### src/rtl/core/fcbg_pkg.sv
// ----------------------------------------------------------------------------
// fcbg_pkg - shared definitions for the four-corner bilinear gradient
// Widths, register indexes and the structs passed between the blocks.
// ----------------------------------------------------------------------------
`default_nettype none

package fcbg_pkg;

    // largest supported width or height; larger settings clamp to this
    localparam int MAX_DIM  = 4096;

    localparam int COORD_W  = 12;                      // pixel_x / pixel_y
    localparam int CFG_DIM_W = 13;                     // width / height registers
    localparam int COLOR_W  = 24;                      // packed RGB register
    localparam int CHAN_W   = 8;                       // one color channel
    localparam int NUM_CHAN = 3;
    localparam int NUM_CORNERS = 4;

    localparam int DIM_W    = $clog2(MAX_DIM + 1);     // clamped dimension
    localparam int CALC_W   = (DIM_W > COORD_W) ? DIM_W : COORD_W + 1;
    localparam int AREA_W   = 2 * DIM_W;               // weights and w*h
    localparam int SUM_W    = AREA_W + CHAN_W;         // weighted channel sum

    // one division cell per quotient bit
    localparam int NUM_CELLS = CHAN_W;
    localparam int BIT_IDX_W = $clog2(NUM_CELLS);

    // configuration port
    localparam int CFG_IDX_W  = 3;
    localparam int CFG_DATA_W = COLOR_W;

    localparam logic [CFG_IDX_W-1:0] REG_TOP_LEFT     = 3'd0;
    localparam logic [CFG_IDX_W-1:0] REG_TOP_RIGHT    = 3'd1;
    localparam logic [CFG_IDX_W-1:0] REG_BOTTOM_LEFT  = 3'd2;
    localparam logic [CFG_IDX_W-1:0] REG_BOTTOM_RIGHT = 3'd3;
    localparam logic [CFG_IDX_W-1:0] REG_WIDTH        = 3'd4;
    localparam logic [CFG_IDX_W-1:0] REG_HEIGHT       = 3'd5;

    localparam logic [CFG_DIM_W-1:0] DIM_RESET = 13'd256;

    // corner order inside the color array
    localparam int CORNER_TL = 0;
    localparam int CORNER_TR = 1;
    localparam int CORNER_BL = 2;
    localparam int CORNER_BR = 3;

    // configuration as seen by the datapath
    typedef struct packed {
        logic [NUM_CORNERS-1:0][COLOR_W-1:0] color;
        logic [CFG_DIM_W-1:0]                width;
        logic [CFG_DIM_W-1:0]                height;
    } cfg_t;

    // payload moving through the divider chain
    typedef struct packed {
        logic                               oor;
        logic [AREA_W-1:0]                  area;
        logic [NUM_CHAN-1:0][SUM_W-1:0]     rem;
        logic [NUM_CHAN-1:0][CHAN_W-1:0]    quo;
    } cell_data_t;

    // finished pixel
    typedef struct packed {
        logic              oor;
        logic [CHAN_W-1:0] blue;
        logic [CHAN_W-1:0] green;
        logic [CHAN_W-1:0] red;
    } pix_t;

endpackage

`default_nettype wire

### src/rtl/core/fcbg_div_cell.sv
// ----------------------------------------------------------------------------
// fcbg_div_cell - one restoring-division cell
// Resolves one quotient bit for all three channels and passes on the rest.
// ----------------------------------------------------------------------------
`default_nettype none

module fcbg_div_cell (
    input  wire logic                           clk,
    input  wire logic                           rst_n,
    input  wire logic                           en,
    input  wire logic [fcbg_pkg::BIT_IDX_W-1:0] bit_idx,
    input  wire logic                           in_valid,
    input  wire fcbg_pkg::cell_data_t           in_data,
    output logic                                out_valid,
    output fcbg_pkg::cell_data_t                out_data
);

    localparam int SUM_W = fcbg_pkg::SUM_W;

    logic [SUM_W-1:0]      divisor;
    fcbg_pkg::cell_data_t  data_next;
    fcbg_pkg::cell_data_t  data_reg;
    logic                  valid_reg;

    // trial subtract of area shifted to this cell's bit weight
    always_comb
    begin
        divisor   = SUM_W'(in_data.area) << bit_idx;
        data_next = in_data;
        for (int ch = 0; ch < fcbg_pkg::NUM_CHAN; ch++)
        begin
            if (in_data.rem[ch] >= divisor)
            begin
                data_next.rem[ch]          = in_data.rem[ch] - divisor;
                data_next.quo[ch][bit_idx] = 1'b1;
            end
        end
    end

    always_ff @(posedge clk or negedge rst_n)
    begin
        if (!rst_n)
            valid_reg <= 1'b0;
        else if (en)
            valid_reg <= in_valid;
    end

    always_ff @(posedge clk)
    begin
        if (en)
            data_reg <= data_next;
    end

    assign out_valid = valid_reg;
    assign out_data  = data_reg;

endmodule

`default_nettype wire

### config.mk
export PLATFORM = sky130hd
export DESIGN_NAME = fcbg_div_cell
export DESIGN_NICKNAME = d
export VERILOG_FILES = /design/src/rtl/core/fcbg_pkg.sv /design/src/rtl/core/fcbg_div_cell.sv
export SDC_FILE = /design/constraint.sdc
export NUM_CORES = 1
export LEC_CHECK = 0
export BUFFER_PORTS_ARGS = -buffer_cell sky130_fd_sc_hd__buf_2
export CELL_PAD_IN_SITES_DETAIL_PLACEMENT = 1
export CELL_PAD_IN_SITES_GLOBAL_PLACEMENT = 2
export CORE_ASPECT_RATIO = 0.8
export CORE_MARGIN = 2
export CORE_UTILIZATION = 33
export DETAILED_ROUTE_END_ITERATION = 8
export PLACE_DENSITY = 0.79
export RECOVER_POWER = 50
export SYNTH_ARGS = -nofsm -noshare
export SYNTH_HDL_FRONTEND = slang
export SYNTH_SLANG_ARGS = --single-unit
### constraint.sdc
create_clock -name clk -period 1.15 [get_ports clk]
set_clock_uncertainty 0.15 [all_clocks]
set_input_delay 0.1725 -clock clk [delete_from_list [all_inputs] [get_ports clk]]
set_output_delay 0.1725 -clock clk [all_outputs]
set_load 0.02 [all_outputs]
==> Word level (Yosys, flattened, before mapping) <==
Index checks and enable logic that the tools add are counted.
{ "classes": {"add_sub_neg": 3, "n_lt_le_gt_ge": 5, "shift": 1, "muxes": 8, "bitwise": 3, "reduce_logical": 1} }
{ "op_table": {"columns": ["op", "count"], "rows": [
  [">= comparator 34 bit", 3],
  ["two-way mux 34 bit", 3],
  ["subtractor 34 bit", 3],
  ["<< shifter 26 x 3 -> 34 bit", 1],
  ["two-way mux 8 bit", 3],
  ["bitwise OR 8 bit", 3],
  ["less-than comparator 3 x 4 -> 1 bit (second input constant)", 1],
  ["demux 1 bit (select 3 bit)", 1],
  [">= comparator 3 x 1 -> 1 bit (second input constant)", 1],
  ["logical AND 1 bit", 1],
  ["two-way mux 1 bit", 1]
]} }
{ "word_totals": {"regBits": 154, "input_bits": 160, "out_inout_bits": 154, "word_cells": 30} }

==> Longest topological paths before layout <==
{ "logic_depth": {"word_depth": 6, "ltp_mapped": 19, "ltp_nobuf": 15} }

==> Worst setup path before layout <==
OpenSTA, ideal clock, no wires.
{ "synth_timing": {"path_kind": "input-to-reg", "start": "input port bit_idx[0] (netlist name)", "end": "register data_reg (netlist bit out_data[55]), data pin", "setup_ps": 260, "arrival_ps": 4036, "required_time_ps": 740, "slack_ps": -3296, "cell_stages": 14, "n_path_buf": 2, "path_cell_list": "clkbuf_1 -> buf_1 -> mux4_2 -> mux2i_1 -> ha_1 -> a21o_1 -> a211o_1 -> nor3b_1 -> a31oi_1 -> a211oi_1 -> nor2_1 -> a211oi_1 -> xnor2_1 -> mux2_2"} }
{ "synth_rtl": {"columns": ["element", "line", "rtl"], "rows": [
  ["from (decl)", "fcbg_div_cell.sv:11", "input wire logic [fcbg_pkg::BIT_IDX_W-1:0] bit_idx,"],
  ["to (signal assigned)", "fcbg_div_cell.sv:51", "data_reg <= data_next;"],
  ["to (decl)", "fcbg_div_cell.sv:22", "fcbg_pkg::cell_data_t data_reg;"]
]} }

==> reports/qor.yml <==
grt_pass1_vias: 16148
dp_hpwl_um: 45800
clk_path_buf_depth: 2
syn_to_final_growth_pct: 92.0
status: "complete, but fails checks"
yosysMostFrequentCell: "edfxtp_1"
clk_pin_slew_worst_paths_ps: 80
power_w: 0.0321
viasPerCell: 5.56
synthFlopType: "edfxtp_1"
row_count: 63
synth_commonest_cells: "edfxtp_1 (153), a21oi_1 (133), nand2_1 (107)"
clock_sinks: 154
grt_antenna_before_repair: 5
slew_headroom_pct: 55.4
synthArstFlopShare_pct: 0.649
finalMaxSlewViolations: 0
maxCapViolations: 0
worstMarginPinSlew_ps: 669
yosysTopAreaCellShare_pct: 37.0
rsz0062_at_grt: "true"
powerDensity_nw_per_um2: 1350
grt_pass1_wl_um: 95000
critical_path_arrival_ps: 3710
hold_viol_final: 0
syn-mean-instance-area_um2: 9.80
grt_overflow_total: 0
final_util_pct: 64.3
place_inst: 2508
design_area_um2: 23800
netlist.top_cell.by_area: "edfxtp_1"
ys_types: 75
cts_buffers: 17
layout_setup_ws_ps: -2410
setup_violations: 283
fmax_mhz: 281
power.leakage_nw: 10.5
worst_r2r_path_depth: 1
fin_crit_ps: 3560
place_ws_ps: -3070
synth_area_um2: 12400
dieWidth_um: 221
timing.final.crit_share_pct: 309
min_path_type: "in2reg"
crit_required_ps: 1300
synth.area.top_cells: "edfxtp_1 (37%), ha_1 (10%), a21oi_1 (5.4%), mux2_2 (4.0%), a21o_1 (3.7%)"
holdPathStages: 3
gp_congestion: 0.918
start_util_pct: 33.5
synthCells: 1267
drive_gt1_share_pct: 55.0
synth-edff-count: 153
boundaryPins: 314
die_h_um: 177
totalWireLength_um: 71600
final_nets: 2530
cp-end-kind: "flop"
insertion_delay_ps: 480
io_buffers: 313
vdd_ir_drop_max_uv: 1070
fin_cells: 2771
violations: "setup timing"
drtIter0Drc: 1022
grt.total_usage_pct: 31.9
wl_per_cell_um: 25.8
synth_nets: 1529
cts_root_buf: "clkbuf_16"
dr.pass1.iters: 5
synth-warning-count: 0
antenna_left: 0
ys_ff_latch: 154
worstPathMaxFanout: 7
core-area_um2: 37000
startpoint_type: "primary input"
ys_seq_area_share_pct: 37.2
h-tree-depth: 4
routed-via-count: 15414
setup.worst_path.class: "in2reg"
post-route-drc-count: 0
place_area_um2: 18600
grt_max_degree: 38
cts_tree: "yes"
dieArea_um2: 39200
metal layers:
metal	wire, um	GRT usage, %	part of all wire (%)	vias to the layer above
met5	26	0	0.036	-
met1	28900	38.7	40	7841
li1	-	-	-	6814
met4	2550	12.0	3.6	4
met2	36200	56.0	51	589
met3	3910	6.27	5.5	166
flip-flops by register name (all words and copies together), names as in the netlist:
name	flops
out_valid	1
out_data	153
layout by cell type, fill, tap and decap left out, types with 8 or more instances in the layout:
cell type / count
o21ai_2: 20
a211oi_2: 8
dlygate4sd3_1: 153
edfxtp_1: 153
o21ai_1: 27
mux2_2: 31
ha_4: 27
nand2b_1: 11
a31o_4: 8
mux2_4: 14
o21bai_1: 12
buf_2: 201
xnor2_1: 41
nor2_4: 20
nor2_1: 72
mux2i_4: 15
inv_1: 25
ha_1: 67
mux4_2: 16
buf_6: 140
xor2_1: 38
a21o_1: 62
buf_12: 18
nand2_1: 101
mux2i_2: 9
buf_4: 502
nor2_2: 15
a21oi_2: 47
nand4_1: 18
nand3_1: 20
o21ai_0: 35
clkbuf_16: 24
o21a_1: 14
a21oi_1: 81
nor3_1: 15
final timing paths:
| kind | from | endpoint | slack [ps] |
|---|---|---|---|
| hold reg to reg | out_valid | out_valid | 390 |
| min in group asynchronous | rst_n | out_valid | 380 |
| setup / recovery | bit_idx[0] | out_data[120] | -2410 |
| max in group asynchronous | rst_n | out_valid | 370 |
| setup reg to reg | out_valid | out_valid | 240 |
| hold / removal | in_data[121] | out_data[121] | 20 |
worst max-delay path, cell delays in order:
cell and delay [ps]:
buf_12 110, buf_12 140, mux4_2 560, mux2i_1 190
buf_4 230, ha_4 170, buf_4 120, and4_1 190
nand2_1 70, or3_4 400, o32ai_4 120, buf_4 170
nor2_4 30, a31o_4 260, nand2_8 130, buf_12 150
buf_4 160, nor2_1 70, a41oi_2 250
report_power, final:
| group | internal (W) | switching, W |
|---|---|---|
| clock network | 0.00346 | 0.00284 |
| logic | 0.00888 | 0.00894 |
| registers | 0.00749 | 0.000499 |
| total | 0.0198 | 0.0123 |
timing repair:
action,CTS,global route
cloned,5,7
setup buffers,31,41
gates resized for setup,183,390
endpoints found under the hold margin,152,2
pin swaps,44,73
hold buffers,152,2
setup endpoints to repair,280,283
area by class of cell:
class	instances	area, um^2
fill	4018	13200
multi-input combinational	1028	9220
timing repair buffer	1039	8660
sequential	154	4620
tap	487	609
clock buffer	17	425
clock inverter	15	188
inverter	28	110
antenna	3	7.51
logic make-up (layout without fill, tap and decap cells):
logic type	after synthesis	after routing	synth area share [%]
adders and majority gates	102	102	10.5
other	0	3	0
muxes	91	91	9.43
AOI/OAI and AO/OA	408	408	21.4
buffers and inverters	85	1099	2.80
and+or+nand+nor	341	341	12.6
xor gates and xnor gates	86	86	6.07
DFF	154	154	37.2
metrics by stage:
step | TNS, ps | hold slack (ps)
after detailed placement | -366820 | -200
after floorplan | -285960 | -273
final | -320280 | 16.0
after global placement | -355680 | -203
after CTS | -296880 | 1.95
after global routing | -332320 | 24.4
Power figures use the tool's default switching activity.
