File: src/rtl/core/fcbg_pkg.sv
// ----------------------------------------------------------------------------
// fcbg_pkg - shared definitions for the four-corner bilinear gradient
// Widths, register indexes and the structs passed between the blocks.
// ----------------------------------------------------------------------------
`default_nettype none

package fcbg_pkg;

    // largest supported width or height; larger settings clamp to this
    localparam int MAX_DIM  = 4096;

    localparam int COORD_W  = 12;                      // pixel_x / pixel_y
    localparam int CFG_DIM_W = 13;                     // width / height registers
    localparam int COLOR_W  = 24;                      // packed RGB register
    localparam int CHAN_W   = 8;                       // one color channel
    localparam int NUM_CHAN = 3;
    localparam int NUM_CORNERS = 4;

    localparam int DIM_W    = $clog2(MAX_DIM + 1);     // clamped dimension
    localparam int CALC_W   = (DIM_W > COORD_W) ? DIM_W : COORD_W + 1;
    localparam int AREA_W   = 2 * DIM_W;               // weights and w*h
    localparam int SUM_W    = AREA_W + CHAN_W;         // weighted channel sum

    // one division cell per quotient bit
    localparam int NUM_CELLS = CHAN_W;
    localparam int BIT_IDX_W = $clog2(NUM_CELLS);

    // configuration port
    localparam int CFG_IDX_W  = 3;
    localparam int CFG_DATA_W = COLOR_W;

    localparam logic [CFG_IDX_W-1:0] REG_TOP_LEFT     = 3'd0;
    localparam logic [CFG_IDX_W-1:0] REG_TOP_RIGHT    = 3'd1;
    localparam logic [CFG_IDX_W-1:0] REG_BOTTOM_LEFT  = 3'd2;
    localparam logic [CFG_IDX_W-1:0] REG_BOTTOM_RIGHT = 3'd3;
    localparam logic [CFG_IDX_W-1:0] REG_WIDTH        = 3'd4;
    localparam logic [CFG_IDX_W-1:0] REG_HEIGHT       = 3'd5;

    localparam logic [CFG_DIM_W-1:0] DIM_RESET = 13'd256;

    // corner order inside the color array
    localparam int CORNER_TL = 0;
    localparam int CORNER_TR = 1;
    localparam int CORNER_BL = 2;
    localparam int CORNER_BR = 3;

    // configuration as seen by the datapath
    typedef struct packed {
        logic [NUM_CORNERS-1:0][COLOR_W-1:0] color;
        logic [CFG_DIM_W-1:0]                width;
        logic [CFG_DIM_W-1:0]                height;
    } cfg_t;

    // payload moving through the divider chain
    typedef struct packed {
        logic                               oor;
        logic [AREA_W-1:0]                  area;
        logic [NUM_CHAN-1:0][SUM_W-1:0]     rem;
        logic [NUM_CHAN-1:0][CHAN_W-1:0]    quo;
    } cell_data_t;

    // finished pixel
    typedef struct packed {
        logic              oor;
        logic [CHAN_W-1:0] blue;
        logic [CHAN_W-1:0] green;
        logic [CHAN_W-1:0] red;
    } pix_t;

endpackage

`default_nettype wire

File: src/rtl/core/fcbg_skid.sv
// ----------------------------------------------------------------------------
// fcbg_skid - output register with skid stage
// Holds one beat in flight while the sink stalls; ready is registered.
// ----------------------------------------------------------------------------
`default_nettype none

module fcbg_skid (
    input  wire logic           clk,
    input  wire logic           rst_n,
    input  wire logic           in_valid,
    input  wire fcbg_pkg::pix_t in_data,
    output logic                in_ready,
    output logic                out_valid,
    output fcbg_pkg::pix_t      out_data,
    input  wire logic           out_ready
);

    logic           out_valid_reg;
    logic           skid_valid_reg;
    fcbg_pkg::pix_t out_data_reg;
    fcbg_pkg::pix_t skid_data_reg;

    logic out_free;
    assign out_free = !out_valid_reg || out_ready;

    // control: output slot and skid slot occupancy
    always_ff @(posedge clk or negedge rst_n)
    begin
        if (!rst_n)
        begin
            out_valid_reg  <= 1'b0;
            skid_valid_reg <= 1'b0;
        end
        else
        begin
            if (skid_valid_reg)
            begin
                if (out_ready)
                    skid_valid_reg <= 1'b0;
            end
            else if (in_valid)
            begin
                out_valid_reg <= 1'b1;
                if (!out_free)
                    skid_valid_reg <= 1'b1;
            end
            else if (out_ready)
            begin
                out_valid_reg <= 1'b0;
            end
        end
    end

    // payload
    always_ff @(posedge clk)
    begin
        if (skid_valid_reg)
        begin
            if (out_ready)
                out_data_reg <= skid_data_reg;
        end
        else if (in_valid)
        begin
            if (out_free)
                out_data_reg <= in_data;
            else
                skid_data_reg <= in_data;
        end
    end

    assign in_ready  = !skid_valid_reg;
    assign out_valid = out_valid_reg;
    assign out_data  = out_data_reg;

endmodule

`default_nettype wire
File: config.mk
export PLATFORM = sky130hd
export DESIGN_NAME = fcbg_skid
export DESIGN_NICKNAME = d
export VERILOG_FILES = /design/src/rtl/core/fcbg_pkg.sv /design/src/rtl/core/fcbg_skid.sv
export SDC_FILE = /design/constraint.sdc
export NUM_CORES = 1
export LEC_CHECK = 0
export BUFFER_PORTS_ARGS = -buffer_cell sky130_fd_sc_hd__buf_2
export CORE_MARGIN = 2
export CORE_UTILIZATION = 45
export DETAILED_ROUTE_END_ITERATION = 10
export GPL_TIMING_DRIVEN = 0
export HOLD_SLACK_MARGIN = 0.03
export PLACE_DENSITY = 0.73
export SLEW_MARGIN = 30
export SYNTH_ARGS = -nofsm -noshare
export SYNTH_HDL_FRONTEND = slang
export SYNTH_SLANG_ARGS = --single-unit
File: constraint.sdc
create_clock -name clk -period 4.05 [get_ports clk]
set_clock_uncertainty 0.05 [all_clocks]
set_input_delay 0.405 -clock clk [delete_from_list [all_inputs] [get_ports clk]]
set_output_delay 0.405 -clock clk [all_outputs]
set_load 0.02 [all_outputs]
-- Word-level counts from Yosys, hierarchy flattened
Cells that the tools add are included.
- bits in registers: 52
- bits of input ports: 29
- output and inout bits: 27
- equality and inequality tests: 1
- muxes and demuxes: 10
- bitwise logic cells: 2
- reductions and logical operators: 9
- operators by type and width (kind ; number):
    $mux 25 ; 4
    $mux 1 ; 6
    $reduce_and 3->1 ; 2
    $reduce_bool 2->1 ; 3
    $logic_not 1->1 ; 2
    $ne 2x2->1 const B ; 1
    $not 1->1 ; 2
    $reduce_and 2->1 ; 1
    $logic_or 1x1->1 ; 1

-- Logic depth before layout (Yosys ltp)
Gate-level depths: netlist (run 1).
- depth after elaboration: 5
- gate-level depth with buffers: 3
- depth with buffers taken out: 2

-- Worst setup path after synthesis (run 1)
OpenSTA, ideal clock, no wires.
- kind: register to register
- start point: register skid_valid_reg
- end point: register out_data_reg (netlist bit out_data[0]) (enable)
- library setup time: 0.383 ns
- arrival: 1.309 ns
- path slack: 2.308 ns
- stages on the path, launching flop included: 4
- path buffers: 1
- period minus slack after synthesis: 1.742 ns
- cells stage by stage: dfrtp_1 buf_6 nor2_1 o22a_1
- word-level cells in the longest chain between the ends: 2
- elaborated cells on any way between the ends: 4
- classes of those cells: eq/ne (1); reduce/logical (3)
- ends and longest elaborated chain (element ; RTL line ; text):
    start: declaration ; fcbg_skid.sv:19 ; logic skid_valid_reg;
    start signal: assignment ; fcbg_skid.sv:32 ; skid_valid_reg <= 1'b0;
    start signal: assignment ; fcbg_skid.sv:39 ; skid_valid_reg <= 1'b0;
    start signal: assignment ; fcbg_skid.sv:45 ; skid_valid_reg <= 1'b1;
    $ne 2x2->1 (no source line) / $reduce_bool 2->1 (equally long branches) ; n/a ;
    $reduce_and 3->1 (no source line) (*) ; n/a ;
    end signal: assignment ; fcbg_skid.sv:60 ; out_data_reg <= skid_data_reg;
    end signal: assignment ; fcbg_skid.sv:65 ; out_data_reg <= in_data;
    end: declaration ; fcbg_skid.sv:20 ; fcbg_pkg::pix_t out_data_reg;
Mark *: on every way between the ends. The rest lies on a longest branch, timed or not.
A chain may end at the register's enable or synchronous reset.

-- Worst setup path after layout (run 1)
- start point: register skid_valid_reg
- end point: register skid_data_reg[14] (netlist name) (enable)
- word-level cells in the longest chain between the ends: 2
- ends and longest elaborated chain (element ; RTL line ; text):
    $not 1->1 (no source line) ; n/a ;
    $reduce_and 3->1 (no source line) ; n/a ;
    end signal: assignment ; fcbg_skid.sv:67 ; skid_data_reg <= in_data;
    end: declaration ; fcbg_skid.sv:21 ; fcbg_pkg::pix_t skid_data_reg;
No other way between the ends.

==> impl_metrics.csv, run 1 <==
group,metric,value,unit
run_status,status,"finished clean",
worst_setup_path,endpoint_kind,"flop",
place,portBuffers,55,
place,dpl.hpwl,2160,um
die,dieArea,4800,um2
cts,clk_path_buf_depth,2,
yosys,yosysWarnings,0,
cts,clock_latency,0.30,ns
final_layout,fill_cells,340,
global_route,antenna_found_initial,0,
cts,path_clk_slew,0.09,ns
flow_run,drv_cap,0,
sta,rsz0062_at_grt,"no",
yosys,synthMuxAreaShare,14.7,%
worst_setup_path,crit_chain,"buf_6, and4bb_2",
die,start_util,47.3,%
die,ios,56,
worst_setup_path,slowest_stage,"and4bb_2",
sta,max_slew_margin,54.5,%
final_layout,syn_to_final_growth,22.8,%
yosys,synth_fa_ha_area_share,0,%
yosys,synth-simple-area-share,1.37,%
hold_path,hold_path_class,"in2reg",
global_route,grt_max_degree,26,
route,firstDrtPassIters,4,
global_route,grt_pass1_wl,5080,um
worst_setup_path,crit_required,3.93,ns
yosys,netlist_instances,88,
final_layout,final_nets,180,
route,antenna_left,0,
route,wirelength,3160,um
yosys,yosysSeqAreaShare,80.8,%
sta,fmax,562,MHz
power_and_ir_drop,leakage,0.887,nW
worst_setup_path,slowest_delay,0.75,ns
route,drt-initial-drc-count,50,
worst_setup_path,crit_family,"simple AND/OR/NAND/NOR gates",
route,wl_per_cell,15.7,um
sta,fin_crit_sh,43.9,%
yosys,synth_top_family_by_area,"multiplexers",
sta,setup_viol,0,
cts,root_buffer,"clkbuf_8",
cts,cts_resized,0,
final_layout,drive_gt1_share,61.2,%
yosys,synth-seq-cells,52,
cts,h-tree-depth,2,
place,place_inst,193,
cts,numCtsBuffers,5,
worst_setup_path,worstPathArrival,1.66,ns
worst_setup_path,crit_buf_inv,1,
global_route,track_usage,13.9,%
sta,period_needed,1.78,ns
place,gp_congestion,0.724,
final_layout,final_util,58.1,%
final_layout,diodes,0,
yosys,syn-num-nets,117,
worst_setup_path,path_class,"reg2reg",
die,core,4060,um2
cts,cts_tree,"built",
route,drc,0,
global_route,grt_overflow_total,0,
sta,fin_setup_tns,0,ns
cts,clock-sinks,52,
route,viasPerCell,4.90,
global_route,grt_pass1_vias,1067,
yosys,syn_area,1920,um2
power_and_ir_drop,max-vdd-ir-drop,276,uV
final_layout,instances_no_fill,202,
sta,slew_violations,0,
die,die_h,69.3,um
power_and_ir_drop,powerDensity,461,nW/um2
worst_setup_path,crit_path_start_kind,"flop",
yosys,synth_xor_area_share,0,%
route,dr_total_vias,990,
die,die_w,69.3,um
yosys,synth_compound_area_share,1.17,%
die,row_count,23,
yosys,synth.avg_cell_area,21.8,um2
yosys,ys_types,11,
sta,hold_viol_final,0,
sta,worst_pin_slew,0.683,ns
worst_setup_path,cp_max_fo,25,
[layer usage]
layer	track usage [%]	wire, um	up-vias
met5	0	0	-
met4	4.58	16	0
met3	5.38	201	2
met2	24.0	1680	38
met1	15.9	1260	480
li1	-	-	470
[report_power, final]
part | switching, mW | internal [mW]
Clock | 0.162 | 0.123
Sequential | 0.0111 | 0.641
Combinational | 0.0884 | 0.0620
Total | 0.261 | 0.826
[cells by family after synthesis]
| family | after synthesis |
|---|---|
| AND/OR/NAND/NOR | 4 |
| multiplexers | 25 |
| flip-flops | 52 |
| buffers and inverters | 4 |
| AO/OA/AOI/OAI | 3 |
[worst register-to-register path: stages (launching register included)]
cell and delay (ns):
dfrtp_1 0.44, buf_6 0.17, and4bb_2 0.75
[path summary, 6_finish.rpt]
path | from | slack (ns) | cells past startpoint | end
setup / recovery | skid_valid_reg | 2.27 | 2 | skid_data_reg[14]
hold / removal | in_data[0] | 0.24 | 1 | skid_data_reg[0]
setup reg to reg | skid_valid_reg | 2.27 | 2 | skid_data_reg[14]
hold reg to reg | skid_data_reg[5] | 0.50 | 1 | out_data[5]
max in group asynchronous | rst_n | 3.47 | 2 | out_valid
min in group asynchronous | rst_n | 0.39 | 2 | skid_valid_reg
[cells in the final DEF, fill, tap and decap left out, drive strengths merged]
| cell type | count |
|---|---|
| clkinv | 1 |
| buf | 58 |
| clkbuf | 6 |
| o22a | 1 |
| and4bb | 1 |
| edfxtp | 50 |
| a22o | 1 |
| nor2 | 2 |
| a21oi | 1 |
| dlygate4sd3 | 1 |
| nand2b | 1 |
| clkinvlp | 1 |
| inv | 1 |
| mux2 | 25 |
| dfrtp | 2 |
[repair_timing]
| action | in CTS | in global routing |
|---|---|---|
| endpoints found under the hold margin | 2 | 0 |
| buffers inserted | 0 | 0 |
| hold buffers | 1 | 0 |
[through the flow]
step                      cell area [um2]  hold WS [ns]  setup WS, ns  total power [mW]
final                                2360         0.240          2.27              1.09
after global routing                 2360         0.222          2.16              1.13
after CTS                            2360         0.235          2.24              1.10
after detailed placement             2260         0.143          2.24             0.817
after global placement               2260         0.141          2.01             0.811
after floorplan                      1920        0.0594          2.31             0.760
[cells in the mapped netlist]
| cell | n | area, um2 |
|---|---|---|
| nor2_1 | 2 | 7.51 |
| a21oi_1 | 1 | 5.00 |
| and4bb_2 | 1 | 12.5 |
| dfrtp_1 | 2 | 50.1 |
| inv_2 | 1 | 3.75 |
| a22o_1 | 1 | 8.76 |
| edfxtp_1 | 50 | 1500 |
| o22a_1 | 1 | 8.76 |
| nand2b_1 | 1 | 6.26 |
| buf_6 | 3 | 33.8 |
| mux2_2 | 25 | 282 |
[cell type report]
class	count	area, um2	share of cell area [%]
Inverter	1	3.75	0.159
Clock inverter	2	16.3	0.690
Tap cell	50	62.6	2.65
Sequential cell	52	1550	65.8
Timing Repair Buffer	56	285	12.1
Buffer	3	33.8	1.43
Clock buffer	6	72.6	3.08
Multi-Input combinational cell	32	332	14.1
No activity file was read; power rests on OpenSTA's default activity.
==> run 2, diff against run 1 <==
--- a/config.mk
+++ b/config.mk
@@ -11,7 +11,7 @@
 export DETAILED_ROUTE_END_ITERATION = 10
 export GPL_TIMING_DRIVEN = 0
 export HOLD_SLACK_MARGIN = 0.03
-export PLACE_DENSITY = 0.73
+export PLACE_DENSITY = 0.76
 export SLEW_MARGIN = 30
 export SYNTH_ARGS = -nofsm -noshare
 export SYNTH_HDL_FRONTEND = slang
==> constraint.sdc (replaced) <==
create_clock -name clk -period 1.48 [get_ports clk]
set_clock_uncertainty 0.05 [all_clocks]
set_input_delay 0.148 -clock clk [delete_from_list [all_inputs] [get_ports clk]]
set_output_delay 0.148 -clock clk [all_outputs]
set_load 0.02 [all_outputs]
==> run 2 against run 1 <==
Against the previous run: clock-buffer cell count fell by 1; register-to-register slack worse by 2.3 ns; final cell count is 14% higher; non-clock buffer count is 25 higher; critical path depth did not move; via count rose by 19%; global-route usage is 1.7 points higher; sequential power increased to 2.7 times the previous value; first-iteration DRC count unchanged; critical endpoint is now skid_data_reg[21]; worst hold slack got worse by 0.14 ns; total power grew to 3.3 times the previous value; final area grew 17%.
==> impl_metrics.csv, run 2 (synthesis gave the netlist of run 1 again) <==
group,metric,value,unit
cts,cts_tree,"built",
hold_path,hold_path_class,"in2async",
cts,clock_latency,0.30,ns
sta,fin_setup_tns,0,ns
cts,path_clk_slew,0.08,ns
cts,h-tree-depth,2,
sta,setup_viol,0,
final_layout,instances_no_fill,231,
route,firstDrtPassIters,4,
final_layout,drive_gt1_share,55.2,%
global_route,grt_overflow_total,0,
cts,root_buffer,"clkbuf_8",
cts,clock-sinks,52,
flow_run,drv_cap,0,
worst_setup_path,crit_chain,"buf_12, and4bb_4",
global_route,antenna_found_initial,0,
worst_setup_path,cp_max_fo,14,
die,die_h,69.3,um
die,dieArea,4800,um2
place,place_inst,193,
sta,hold_viol_final,0,
route,wl_per_cell,16.9,um
route,dr_total_vias,1177,
die,row_count,23,
die,die_w,69.3,um
die,start_util,47.3,%
worst_setup_path,crit_buf_inv,1,
place,dpl_cell_area,2270,um2
place,portBuffers,55,
sta,slew_violations,0,
run_status,status,"finished clean",
final_layout,fin_area,2770,um2
die,core,4060,um2
worst_setup_path,crit_required,1.43,ns
cts,numCtsBuffers,5,
worst_setup_path,slowest_stage,"and4bb_4",
power_and_ir_drop,leakage,1.05,nW
sta,fin_crit_sh,98.6,%
final_layout,syn_to_final_growth,44.2,%
global_route,grt_max_degree,26,
worst_setup_path,worstPathArrival,1.41,ns
worst_setup_path,reg2reg_depth,2,
power_and_ir_drop,powerDensity,1300,nW/um2
route,drt-initial-drc-count,50,
global_route,grt_pass1_vias,1155,
place,dpl.hpwl,2200,um
sta,fmax,685,MHz
route,antenna_left,0,
sta,rsz0062_at_grt,"yes",
worst_setup_path,r2r_start,"skid_valid_reg",
worst_setup_path,path_class,"reg2reg",
route,drc,0,
worst_setup_path,crit_path_start_kind,"flop",
final_layout,final_nets,209,
sta,max_slew_margin,81.3,%
power_and_ir_drop,max-vdd-ir-drop,712,uV
cts,clk_path_buf_depth,2,
die,ios,56,
route,wirelength,3910,um
global_route,grt_pass1_wl,5750,um
route,viasPerCell,5.10,
final_layout,mostFrequentLayoutCell,"buf_2",
sta,period_needed,1.46,ns
worst_setup_path,crit_family,"simple AND/OR/NAND/NOR gates",
final_layout,layout_common_cells,"buf_2 (55), edfxtp_1 (50), dlygate4sd3_1 (26)",
place,gp_congestion,0.739,
global_route,track_usage,15.7,%
worst_setup_path,endpoint_kind,"flop",
sta,worst_pin_slew,0.281,ns
worst_setup_path,rr_endpoint,"skid_data_reg[21]",
worst_setup_path,slowest_delay,0.47,ns
final_layout,diodes,0,
worst_setup_path,r2r_slack,0.02,ns
run 2: through the flow:
step	worst slack, ns	power [mW]	hold slack, ns	util (%)
floorplan	0.0480	2.08	-0.198	-
global placement	-0.107	2.22	-0.117	55.9
detailed placement	-0.123	2.24	-0.115	55.9
CTS	-0.0376	3.58	0.0305	66.6
global route	-0.00976	3.73	0.108	68.2
finish	0.0200	3.61	0.102	68.2
run 2: final cells by class:
cell class	count	area (um2)
Buffer	3	42.5
Timing Repair Buffer	81	536
Fill cell	261	1290
Clock buffer	5	68.8
Multi-Input combinational cell	36	412
Inverter	1	3.75
Sequential cell	52	1550
Tap cell	50	62.6
Clock inverter	3	90.1
run 2: worst max path at each step:
stage / from / end / slack (ns) / cells after the start
finish: skid_valid_reg / skid_data_reg[21] / 0.02 / 2
CTS: skid_valid_reg / skid_data_reg[23] / -0.04 / 2
floorplan: skid_valid_reg / skid_data_reg[0] / 0.05 / 2
global route: skid_valid_reg / out_data[22] / -0.01 / 3
global placement: skid_valid_reg / skid_data_reg[1] / -0.11 / 2
detailed placement: skid_valid_reg / skid_data_reg[23] / -0.12 / 2
run 2: routing by layer:
layer  GRT usage (%)  vias to the layer above  part of all wire, %
met5               0                        -                    0
met4            5.88                        0                  1.6
met3            4.36                        7                  4.0
met2            26.9                       37                   53
met1            18.8                      587                   42
li1                -                      546                    -
run 2: timing repair:
| item | 4_1_cts | 5_1_grt |
|---|---|---|
| gates cloned | 1 | 3 |
| hold endpoints to repair | 27 | 0 |
| pin swaps | 2 | 3 |
| setup buffers | 0 | 0 |
| setup endpoints to repair | 50 | 50 |
| gates resized for setup | 0 | 8 |
| hold buffers | 26 | 0 |
run 2: power by group:
group | switching [mW] | leakage, nW | internal, mW
Combinational | 0.277 | 0.478 | 0.245
Sequential | 0.0386 | 0.493 | 1.75
Clock | 0.452 | 0.0784 | 0.845
==> run 3, diff against run 2 <==
==> constraint.sdc (replaced) <==
create_clock -name clk -period 1.3 [get_ports clk]
set_clock_uncertainty 0.05 [all_clocks]
set_input_delay 0.13 -clock clk [delete_from_list [all_inputs] [get_ports clk]]
set_output_delay 0.13 -clock clk [all_outputs]
set_load 0.02 [all_outputs]
==> run 3 against run 2 <==
Against the previous run: the flow now finishes with violations (setup timing); setup slack worse by 0.045 ns; clock power is 34% lower; first-iteration DRC count is 8.0% higher; wire length is 1.6% lower; total power is 2.2% lower; sequential share of layout area is 0.20 points lower; critical path type unchanged; largest power group unchanged; highest routed layer unchanged.
==> impl_metrics.csv, run 3 (synthesis gave the netlist of run 1 again) <==
group,metric,value,unit
sta,worst_slack,-0.0247,ns
final_layout,layout_common_cells,"buf_2 (54), edfxtp_1 (50), dlygate4sd3_1 (26)",
final_layout,final_nets,217,
worst_setup_path,r2r_slack,-0.02,ns
power_and_ir_drop,leakage,1.06,nW
worst_setup_path,slowest_stage,"dfrtp_1",
worst_setup_path,r2r_start,"skid_valid_reg",
cts,root_buffer,"clkbuf_8",
power_and_ir_drop,powerDensity,1270,nW/um2
cts,clock_latency,0.29,ns
route,drc,0,
route,firstDrtPassIters,4,
flow_run,drv_cap,0,
place,gp_congestion,0.715,
sta,worst_pin_slew,0.236,ns
worst_setup_path,worstPathArrival,1.28,ns
cts,cts_tree,"built",
global_route,grt_max_degree,16,
cts,h-tree-depth,2,
die,start_util,47.3,%
route,antenna_left,0,
die,row_count,23,
worst_setup_path,crit_chain,"buf_8, nor2_4, o22a_4",
die,dieArea,4800,um2
sta,hold_viol_final,0,
route,dr_total_vias,1205,
global_route,antenna_found_initial,0,
worst_setup_path,rr_endpoint,"out_data[1]",
route,wl_per_cell,16.1,um
place,place_inst,193,
global_route,grt_pass1_vias,1266,
final_layout,instances_no_fill,239,
route,drt-initial-drc-count,54,
final_layout,final_util,68.5,%
die,die_h,69.3,um
place,portBuffers,55,
cts,clock-sinks,52,
global_route,grt_pass1_wl,6320,um
hold_path,hold_path_class,"in2async",
sta,fmax,755,MHz
global_route,track_usage,17.1,%
sta,fin_crit_sh,102,%
worst_setup_path,crit_required,1.25,ns
global_route,grt_overflow_total,0,
final_layout,fill_cells,281,
worst_setup_path,crit_path_start_kind,"flop",
final_layout,drive_gt1_share,56.6,%
route,viasPerCell,5.04,
cts,numCtsBuffers,5,
sta,period_needed,1.32,ns
power_and_ir_drop,finalPower,3.53,mW
cts,clk_path_buf_depth,2,
worst_setup_path,startpoint,"skid_valid_reg",
worst_setup_path,cp_max_fo,15,
sta,rsz0062_at_grt,"yes",
final_layout,mostFrequentLayoutCell,"buf_2",
worst_setup_path,reg2reg_depth,3,
worst_setup_path,endpoint_kind,"flop",
power_and_ir_drop,max-vdd-ir-drop,810,uV
final_layout,diodes,0,
sta,setup_viol,36,
route,wirelength,3840,um
die,ios,56,
sta,slew_violations,0,
sta,hold_ws,0.0881,ns
sta,max_slew_margin,84.3,%
die,core,4060,um2
die,die_w,69.3,um
run_status,status,"complete, but fails checks",
run_status,violations,"setup timing",
final_layout,syn_to_final_growth,44.7,%
worst_setup_path,slowest_delay,0.42,ns
worst_setup_path,path_class,"reg2reg",
worst_setup_path,critPathCapture,"out_data[1]",
cts,path_clk_slew,0.08,ns
-- run 3: final cells by class --
cell class / instances / area [um2] / area share, %
Buffer: 2 / 30.0 / 1.08
Clock buffer: 5 / 68.8 / 2.48
Clock inverter: 3 / 13.8 / 0.495
Inverter: 1 / 3.75 / 0.135
Multi-Input combinational cell: 38 / 452 / 16.3
Sequential cell: 52 / 1550 / 55.9
Tap cell: 50 / 62.6 / 2.25
Timing Repair Buffer: 88 / 594 / 21.4
-- run 3: worst min path at each step --
stage / start / end / slack [ns] / depth (start not counted)
after floorplan: rst_n / out_valid / -0.22 / 0
after CTS: rst_n / skid_valid_reg / 0.08 / 2
after detailed placement: rst_n / out_valid / -0.13 / 1
after global routing: rst_n / out_valid / 0.08 / 2
final: rst_n / out_valid / 0.09 / 2
after global placement: rst_n / out_valid / -0.14 / 1
-- run 3: report_power, final --
| group | leakage [nW] | internal (mW) | total, mW | switching, mW |
|---|---|---|---|---|
| logic | 0.520 | 0.313 | 0.643 | 0.330 |
| clock network | 0.0453 | 0.366 | 0.852 | 0.486 |
| registers | 0.493 | 2.00 | 2.04 | 0.0401 |
| total | 1.06 | 2.68 | 3.53 | 0.855 |
-- run 3: stage by stage --
stage | cell area (um2) | setup WS (ns) | setup TNS, ns
5_1_grt | 2780 | -0.0702 | -3.25
2_1_floorplan | 1930 | -0.132 | -4.61
6_report | 2780 | -0.0247 | -0.528
4_1_cts | 2790 | -0.0517 | -1.13
3_3_place_gp | 2270 | -0.264 | -10.87
3_5_place_dp | 2270 | -0.286 | -12.81
-- run 3: layer usage --
metal  vias to the layer above  GRT usage [%]  wire, um
met2                        41           28.8      2090
met1                       592           21.5      1510
met3                         4           5.67       218
met4                         0           3.92        23
met5                         -              0         0
li1                        568              -         -
-- run 3: repair_timing --
| action | in CTS | in global routing |
|---|---|---|
| gates resized for setup | 11 | 3 |
| pin swaps | 6 | 3 |
| buffers inserted | 7 | 0 |
| endpoints found under the hold margin | 27 | 0 |
| setup endpoints to repair | 51 | 75 |
| gates cloned | 6 | 0 |
| hold buffers | 26 | 0 |
-- run 3: critical path: cells and delay by family (launching register included) --
kind,cells,cell delay [ns]
simple gates,1,0.16
buf+inv,1,0.17
flops,1,0.42
compound gates,1,0.23
